--- src/sv/cbsa_pkg.sv ---
// ----------------------------------------------------------------------------
// cbsa_pkg
// Shared types and constants for the compact block slot assigner.
// ----------------------------------------------------------------------------
package cbsa_pkg;

    localparam int MAX_TXS_DEF = 4096;

    localparam int CMD_W  = 2;
    localparam int SLOT_W = 13;
    localparam int DIFF_W = 12;
    localparam int ID_W   = 48;
    localparam int ERR_W  = 2;

    // Largest slot value that fits the slot field
    localparam int SLOT_MAX = (2 ** SLOT_W) - 1;

    typedef enum logic [CMD_W-1:0] {
        CMD_BEGIN   = 2'd0,
        CMD_PREFILL = 2'd1,
        CMD_SHORT   = 2'd2,
        CMD_FINISH  = 2'd3
    } t_cmd;

    typedef enum logic [ERR_W-1:0] {
        ERR_OK       = 2'd0,
        ERR_RANGE    = 2'd1,
        ERR_UNFILLED = 2'd2,
        ERR_ORDER    = 2'd3
    } t_err;

    typedef struct packed {
        t_cmd              cmd;
        logic [SLOT_W-1:0] tx_count;
        logic [DIFF_W-1:0] diff_index;
        logic [ID_W-1:0]   short_id;
    } t_in_item;

    typedef struct packed {
        logic [SLOT_W-1:0] slot;
        t_cmd              kind;
        logic [ID_W-1:0]   echo_id;
        t_err              error;
    } t_out_item;

    typedef enum logic {
        ST_IDLE,
        ST_EXEC
    } t_state;

    // Controller to datapath
    typedef struct packed {
        logic load;   // capture the input item
        logic step;   // advance datapath state by one step
        logic emit;   // final step: load the result register
    } t_ctl;

    // Datapath to controller
    typedef struct packed {
        logic skip;   // short-id scan is passing a prefilled slot
    } t_sts;

endpackage

--- src/sv/cbsa_ctrl.sv ---
// ----------------------------------------------------------------------------
// cbsa_ctrl
// Sequencer: takes one item, steps the datapath until the result is ready,
// and owns the output valid flag.
// ----------------------------------------------------------------------------
module cbsa_ctrl (
    input  logic           i_clk,
    input  logic           i_rst_n,
    input  logic           i_valid,
    output logic           o_ready,
    output logic           o_valid,
    input  logic           i_ready,
    input  cbsa_pkg::t_sts i_sts,
    output cbsa_pkg::t_ctl o_ctl
);

    cbsa_pkg::t_state r_state, n_state;
    logic             r_out_valid, n_out_valid;
    logic             out_free;

    always_ff @(posedge i_clk) begin
        if (!i_rst_n) begin
            r_state     <= cbsa_pkg::ST_IDLE;
            r_out_valid <= 1'b0;
        end else begin
            r_state     <= n_state;
            r_out_valid <= n_out_valid;
        end
    end

    always_comb begin
        n_state  = r_state;
        o_ready  = 1'b0;
        o_ctl    = '0;
        out_free = !r_out_valid || i_ready;
        case (r_state)
            cbsa_pkg::ST_IDLE: begin
                o_ready   = 1'b1;
                o_ctl.load = i_valid;
                if (i_valid) begin
                    n_state = cbsa_pkg::ST_EXEC;
                end
            end
            cbsa_pkg::ST_EXEC: begin
                // scan steps run even while the previous result waits
                o_ctl.step = i_sts.skip || out_free;
                o_ctl.emit = !i_sts.skip && out_free;
                if (o_ctl.emit) begin
                    n_state = cbsa_pkg::ST_IDLE;
                end
            end
            default: begin
                n_state = cbsa_pkg::ST_IDLE;
            end
        endcase

        if (o_ctl.emit) begin
            n_out_valid = 1'b1;
        end else if (i_ready) begin
            n_out_valid = 1'b0;
        end else begin
            n_out_valid = r_out_valid;
        end
    end

    assign o_valid = r_out_valid;

endmodule

--- config.mk ---
export PLATFORM = sky130hd
export DESIGN_NAME = cbsa_ctrl
export DESIGN_NICKNAME = d
export VERILOG_FILES = /design/src/sv/cbsa_pkg.sv /design/src/sv/cbsa_ctrl.sv
export SDC_FILE = /design/constraint.sdc
export NUM_CORES = 1
export LEC_CHECK = 0
export BUFFER_PORTS_ARGS = -buffer_cell sky130_fd_sc_hd__buf_2
export CAP_MARGIN = 20
export CORE_AREA = 2 2 39 41
export CTS_BUF_LIST = sky130_fd_sc_hd__clkbuf_2
export DETAILED_ROUTE_END_ITERATION = 6
export DIE_AREA = 0 0 41 43
export PLACE_DENSITY_LB_ADDON = 0.3
export REMOVE_ABC_BUFFERS = 1
export SYNTH_ARGS = -nofsm -noshare
export SYNTH_HDL_FRONTEND = slang
export SYNTH_SLANG_ARGS = --single-unit
--- constraint.sdc ---
create_clock -name i_clk -period 1 [get_ports i_clk]
set_input_delay 0.25 -clock i_clk [delete_from_list [all_inputs] [get_ports i_clk]]
set_output_delay 0.25 -clock i_clk [all_outputs]
set_load 0.02 [all_outputs]
# Yosys cells after proc, flatten, opt, wreduce, memory -nomap -nowiden
# Cells that the tools add are included.
dict set report classes {
  n_addsub 0
  mul 0
  div_mod_pow 0
  order_cmp 0
  eq_ne 0
  shifts 0
  mux 8
  n_bitwise 1
  n_reduce_logical 6
}
# op count
set ops {}
lappend ops {{1-bit two-way mux} 6}
lappend ops {{1-bit logical NOT} 2}
lappend ops {{1-bit logical OR} 2}
lappend ops {{2-bit two-way mux} 1}
lappend ops {{1-bit one-hot mux with 2 select lines} 1}
lappend ops {{2-bit nonzero test} 1}
lappend ops {{1-bit logical AND} 1}
lappend ops {{1-bit inverter} 1}
dict set report totals {
  register_bits 2
  latchBits 0
  mem_bits_rw 0
  mem_bits_ro 0
  in_bits 5
  out_inout_bits 5
  n_memories 0
}

# Logic depth before layout (Yosys ltp)
# Gate-level depths: netlist (run 1).
dict set report depth {
  word_depth 5
  depth_mapped 3
}

# Least setup slack after synthesis (run 1)
# OpenSTA, ideal clock, no wires.
dict set report synth_timing {
  path_kind {reg-to-output}
  startpoint {register r_out_valid, in the netlist o_valid}
  endpoint {output port o_ctl[0] (netlist name)}
  arrival_time_ns 0.823
  required_ns 0.750
  path_slack_ns -0.073
  path_stages_with_launch 4
  path_buffers 1
  cell_sequence {dfxtp_1 nand2b_1 nor2b_1 buf_4}
}
# item line
set synth_rtl {}
lappend synth_rtl {{start: declaration} cbsa_ctrl.sv:18} ;# logic r_out_valid, n_out_valid;
lappend synth_rtl {{start signal: assignment} cbsa_ctrl.sv:27} ;# r_out_valid <= n_out_valid;
lappend synth_rtl {{end: declaration} cbsa_ctrl.sv:14} ;# output cbsa_pkg::t_ctl o_ctl

==> results.md, run 1 <==
* Critical path type: flop to output port
* Port Buffers at 9
* NumNets Final at 37
* Full die area at about 1800 µm²
* Worst Path Required at approximately 0.75 ns
* 1st-pass router iterations at 2
* Share of the synthesized area in the top cell type at a little under two fifths
* Min-Delay Startpoint: i_rst_n
* Aggregate negative setup slack at -0.4397 ns
* Initial antenna violation count at 0
* FF-to-FF Start: r_state$_SDFF_PN0_
* Slew @ Worst Pin at between 0.1 and 0.15 ns
* Area contributors post-synth: dfxtp_1 37%, nand2b_1 11%, and2b_2 8.0%
* Post-Place Worst Slack at -0.1006 ns
* Syn avg cell area at roughly 8.4 µm²
* Layout overhead on the synthesized area at 150.6%
* Cell Count, Final, Fillers Out at 46
* RSZ-0062 raised after global routing: true
* CTS Sinks at 2
* Peak VDD IR at 509.0 µV
* Pin count of the biggest net entering global routing at 6
* R2R cell count at 4
* Routed wire per std cell at between 8 and 9 µm
* Routed Antenna Nets at 0
* Final core utilization at between 10% and 20%
* Final hold vios at 0
* Power Density at between 1000 and 1500 nW/µm²
* Failing checks: negative setup slack
* Final count of negative-setup-slack endpoints at 4
* Vias in the first global route at 160
* Slew headroom at 90.60%
* Sequential fraction of the synthesis area at approximately 37%
* Final Cycle Share at 116.7%
* CTS root buf: clkbuf_2
* CTS tree: built
* Antenna diodes at 0
* Initial Util at about 7.9%
* Die width at approximately 40 µm
* Via-per-instance ratio at between 3 and 4
* Clock transition at path regs at roughly 0.03 ns
* Mapped Area at 108.9 µm²
* Worst R2R Setup Slack at ~0.11 ns
* Clock Latency Late Sink at around 0.19 ns
* Hold WC Path Type: input pin to flop
* Clock buffer depth at 2
* CORE AREA at ~1400 µm²
* Routed wire length at roughly 400 µm
* Die height at about 43 µm
* Worst setup margin at -0.1666 ns
* Share of layout cells above drive strength 1 at about 77%
* Worst Setup End Kind: output port
* Residual DRC count at 0
* Tot GR Track Use at 6.106%
* H-tree levels at 1
* Global-route wire length before repair at 641 µm
* Largest fanout on the critical path at 3
* DP Cell Count at 40
* Core Rows at 14
* Post-layout min period at 1.167 ns
* Yosys warns at 0
* GP Congestion at between 0.5 and 0.6
* Hold endpoint: o_valid$_SDFFE_PN0P_
* Fill count at 155
* Cts bufs inserted at 3
* Commonest non-fill, non-tap cells in the layout: 6 x buf_4, 5 x buf_6, 4 x buf_2
* Reg-to-reg endpoint: o_valid$_SDFFE_PN0P_
* Critical Path AT at about 0.9 ns
* Global route overflow at 0
* Distinct cells, synth at 10
* FF+latch count, synth at 2
* Cells after Synth at 13
* Hold Buf Count CTS at 0
* Max-cap violations at 0
* Max-slew violations at 0
* CP startpoint kind: flop
* Most common cell after layout, fill and taps aside: buf_4
* Outcome: finished with violations
* Setup Skew at 0.002663 ns
* F_max at roughly 860 MHz
* I/O pin cnt at 10
* Iter 0 DRT Violations at 3
* Via count of the routed design at roughly 150
* Hold-critical path depth at 2
* Post-route cell area at between 200 and 300 µm²
* Leak Pwr at approximately 0.14 nW
* Leading area contributor after synthesis: dfxtp_1
* Placed Area at 188.9 µm²
-- cells in the mapped netlist --
master,number
dfxtp_1,2
inv_1,2
nand2b_1,2
a21boi_1,1
a31oi_1,1
and2b_2,1
buf_4,1
nor2b_1,1
o21a_1,1
o21ai_1,1
-- how the worst max path moves through the flow --
stage | startpoint | end | slack (ns) | cells after the start
CTS | o_valid$_SDFFE_PN0P_ | o_ctl[1] | -0.16 | 3
floorplan | o_valid$_SDFFE_PN0P_ | o_ctl[0] | -0.09 | 2
global route | o_valid$_SDFFE_PN0P_ | o_ctl[1] | -0.22 | 3
detailed placement | i_ready | o_ctl[1] | -0.10 | 4
global placement | i_ready | o_ctl[1] | -0.12 | 4
finish | o_valid$_SDFFE_PN0P_ | o_ctl[1] | -0.17 | 3
-- critical path: stages, from the launching register on --
cell and delay (ns):
dfxtp_2 0.34, nand2b_4 0.06, o21a_1 0.20, buf_6 0.13
-- power by group --
| part | internal (W) | switching [W] |
|---|---|---|
| Clock | 0.0000797 | 0.0000477 |
| Sequential | 0.0000859 | 0.00000565 |
| Combinational | 0.0000573 | 0.0000424 |
| Total | 0.000223 | 0.0000958 |
-- stage by stage --
step / power [W] / hold WS (ns)
global placement: 0.0001618 / 0.5180
finish: 0.0003188 / 0.3155
CTS: 0.0003227 / 0.2931
detailed placement: 0.0001616 / 0.5165
floorplan: 0.0001262 / 0.3872
global route: 0.0003482 / 0.3058
-- cell families after synthesis --
group	synth area share (%)
simple gates	25.29
compound gates	24.14
buf+inv	13.80
flops	36.78
-- per-layer routing --
metal | part of all wire [%] | vias to the layer above | wire length, µm | track usage (%)
met2 | 34 | 12 | 137 | 5.000
li1 | - | 78 | - | -
met3 | 18 | 0 | 73 | 6.806
met4 | 0 | 0 | 0 | 4.000
met1 | 47 | 59 | 188 | 8.280
met5 | 0 | - | 0 | 0
-- layout make-up --
cell class | instances | area (µm²) | area share (%)
timing repair buffer | 15 | 121.4 | 44.50
multi-input combinational | 8 | 63.81 | 23.39
clock buffer | 3 | 15.01 | 5.505
inverter | 2 | 7.507 | 2.752
sequential | 2 | 45.04 | 16.51
tap | 16 | 20.02 | 7.339
-- sequential cells by signal, summed over array words and instances, names as in the netlist --
register and cells:
o_valid 1, r_state 1
-- repair_timing --
item,CTS,global route
resized for setup,11,4
setup endpoints to repair,5,5
buffers inserted,3,1
cloned,0,0
pin swaps,0,1
No activity file was read; power rests on OpenSTA's default activity.
==> run 2, diff against run 1 <==
--- a/config.mk
+++ b/config.mk
@@ -5,14 +5,16 @@
 export SDC_FILE = /design/constraint.sdc
 export NUM_CORES = 1
 export LEC_CHECK = 0
-export BUFFER_PORTS_ARGS = -buffer_cell sky130_fd_sc_hd__buf_2
 export CAP_MARGIN = 20
 export CORE_AREA = 2 2 39 41
 export CTS_BUF_LIST = sky130_fd_sc_hd__clkbuf_2
 export DETAILED_ROUTE_END_ITERATION = 6
 export DIE_AREA = 0 0 41 43
+export DONT_BUFFER_PORTS = 1
+export GPL_TIMING_DRIVEN = 0
 export PLACE_DENSITY_LB_ADDON = 0.3
 export REMOVE_ABC_BUFFERS = 1
+export SETUP_SLACK_MARGIN = 0.1
 export SYNTH_ARGS = -nofsm -noshare
 export SYNTH_HDL_FRONTEND = slang
 export SYNTH_SLANG_ARGS = --single-unit
==> run 2 against run 1 <==
Compared with the run above: the flow still finishes with violations (negative setup slack); critical endpoint unchanged; routed wire length up 3.8%; worst setup slack better by 0.044 ns; final cell count down 24%; clock power about the same; largest cell class is now multi-input combinational cells; critical path depth down 1; clock skew up 0.0016 ns; combinational power down 25%; sequential share of layout area up 5.1 points.
==> results.md, run 2 (same netlist as run 1, synthesis figures left out) <==
* Critical Path AT at 0.87 ns (-0.05 ns)
* Clock buffer depth at 2 (unchanged)
* CTS root buf: clkbuf_2
* Final Cycle Share at 112.3% (-4.4 points)
* Failing checks: negative setup slack
* CP startpoint kind: flop
* RSZ-0062 raised after global routing: true
* Routed Antenna Nets at 0 (unchanged)
* Max-cap violations at 0 (unchanged)
* CTS tree: built
* Via count of the routed design at 117 (-21%)
* Critical path type: flop to output port
* GP Congestion at 0.6786 (+14%)
* Final Power at 0.0002936 W (-7.9%)
* Post-route cell area at 220.2 µm² (-19%)
* F_max at 890.7 MHz (+3.9%)
* Max-slew violations at 0 (unchanged)
* Hold Buf Count CTS at 0 (unchanged)
* Post-layout min period at 1.123 ns (-0.04392 ns)
* Via-per-instance ratio at 3.343 (+3.2%)
* Clock transition at path regs at 0.03 ns (about the same)
* Slew headroom at 89.38% (-1.2 points)
* NumNets Final at 26 (-30%)
* Global-route wire length before repair at 614 µm (-4.2%)
* 1st-pass router iterations at 1 (-1)
* Worst setup margin at -0.1227 ns (+0.04392 ns)
* Clock Latency Late Sink at 0.19 ns (about the same)
* Initial Util at 7.866% (unchanged)
* Commonest non-fill, non-tap cells in the layout: 3 x clkbuf_2, 2 x nand2b_4, 2 x dfxtp_4, 2 x buf_4, 2 x buf_6
* DP Cell Count at 28 (-30%)
* Vias in the first global route at 137 (-14%)
* Die height at 43 µm (unchanged)
* Largest fanout on the critical path at 4 (+1)
* H-tree levels at 1 (unchanged)
* Most common cell after layout, fill and taps aside: clkbuf_2
* I/O pin cnt at 10 (unchanged)
* Slew @ Worst Pin at 0.1590 ns (+0.01894 ns)
* Full die area at 1763 µm² (unchanged)
* Antenna diodes at 0 (unchanged)
* Worst Setup End Kind: output port
* Final hold vios at 0 (unchanged)
* Leak Pwr at 0.1011 nW (-26%)
* Peak VDD IR at 371.1 µV (-27%)
* Initial antenna violation count at 0 (unchanged)
* CTS Sinks at 2 (unchanged)
* Cts bufs inserted at 3 (unchanged)
* Outcome: finished with violations
* Residual DRC count at 0 (unchanged)
* Share of layout cells above drive strength 1 at 84.21% (+7.5 points)
* Power Density at 1333 nW/µm² (+14%)
* Core Rows at 14 (unchanged)
* Port Buffers at 0 (-9)
* Routed wire per std cell at 11.83 µm (+36%)
* Iter 0 DRT Violations at 0 (-3)
* Global route overflow at 0 (unchanged)
* Hold_ws at 0.1714 ns (-0.1442 ns)
* Placed Area at 121.4 µm² (-36%)
* Tot GR Track Use at 6.012% (-0.094 points)
* Hold WC Path Type: input pin to flop
* Layout overhead on the synthesized area at 102.3%
* Routed wire length at 414 µm (+3.8%)
* CORE AREA at 1384 µm² (unchanged)
* Pin count of the biggest net entering global routing at 5 (-1)
* Cell Count, Final, Fillers Out at 35 (-24%)
* Die width at 41 µm (unchanged)
* Setup Skew at 0.004224 ns (+0.001561 ns)
* Final count of negative-setup-slack endpoints at 3 (-1)
* Worst Path Required at 0.75 ns (about the same)
==> run 2: cell count changes in the layout (fill, tap and decap cells not counted), sizes merged <==
cell	before	now
buf	15	4
==> run 2: power breakdown <==
part           switching, W  internal, W
sequential        0.0000105    0.0000844
combinational     0.0000351    0.0000399
clock             0.0000443    0.0000794
total             0.0000899     0.000204
==> run 2: layout make-up <==
type,instances,area [µm²]
inverters,2,12.51
clock buffers,3,15.01
fillers,156,1164
well taps,16,20.02
multi-input cells,8,87.58
repair buffers,4,37.54
flip-flops and latches,2,47.55
==> run 2: final timing paths <==
path | end | cells after the start | from | slack [ns]
max | o_ctl[1] | 2 | o_valid$_SDFFE_PN0P_ | -0.12
min | r_state$_SDFF_PN0_ | 2 | i_rst_n | 0.17
max reg2reg | r_state$_SDFF_PN0_ | 4 | r_state$_SDFF_PN0_ | 0.13
min reg2reg | o_valid$_SDFFE_PN0P_ | 2 | r_state$_SDFF_PN0_ | 0.54
==> run 2: timing repair <==
item / CTS / global route
setup endpoints to repair: 5 / 5
gates cloned: 0 / 0
pin swaps: 1 / 2
endpoints found under the hold margin: 0 / 0
resized for setup: 10 / 6
setup buffers: 2 / 2
==> run 2: critical path: stages, from the launching register on <==
cell      delay (ns)
dfxtp_4         0.38
nand2b_4        0.08
o21a_4          0.22
==> run 2: metal layers <==
layer,track usage [%],wire [µm],vias to the layer above
li1,-,-,54
met1,5.431,132,50
met2,5.625,150,13
met3,11.52,132,0
met4,2.000,0,0
met5,0,0,-
==> run 2: per-stage QoR <==
stage          TNS (ns)  setup slack, ns  util [%]
4_1_cts         -0.3522          -0.1598     13.11
6_report        -0.3028          -0.1227     15.91
2_1_floorplan   -0.1327         -0.09335         -
3_5_place_dp    -0.3284          -0.1963     8.770
3_3_place_gp    -0.2563          -0.1643     8.770
5_1_grt         -0.4405          -0.1660     15.91
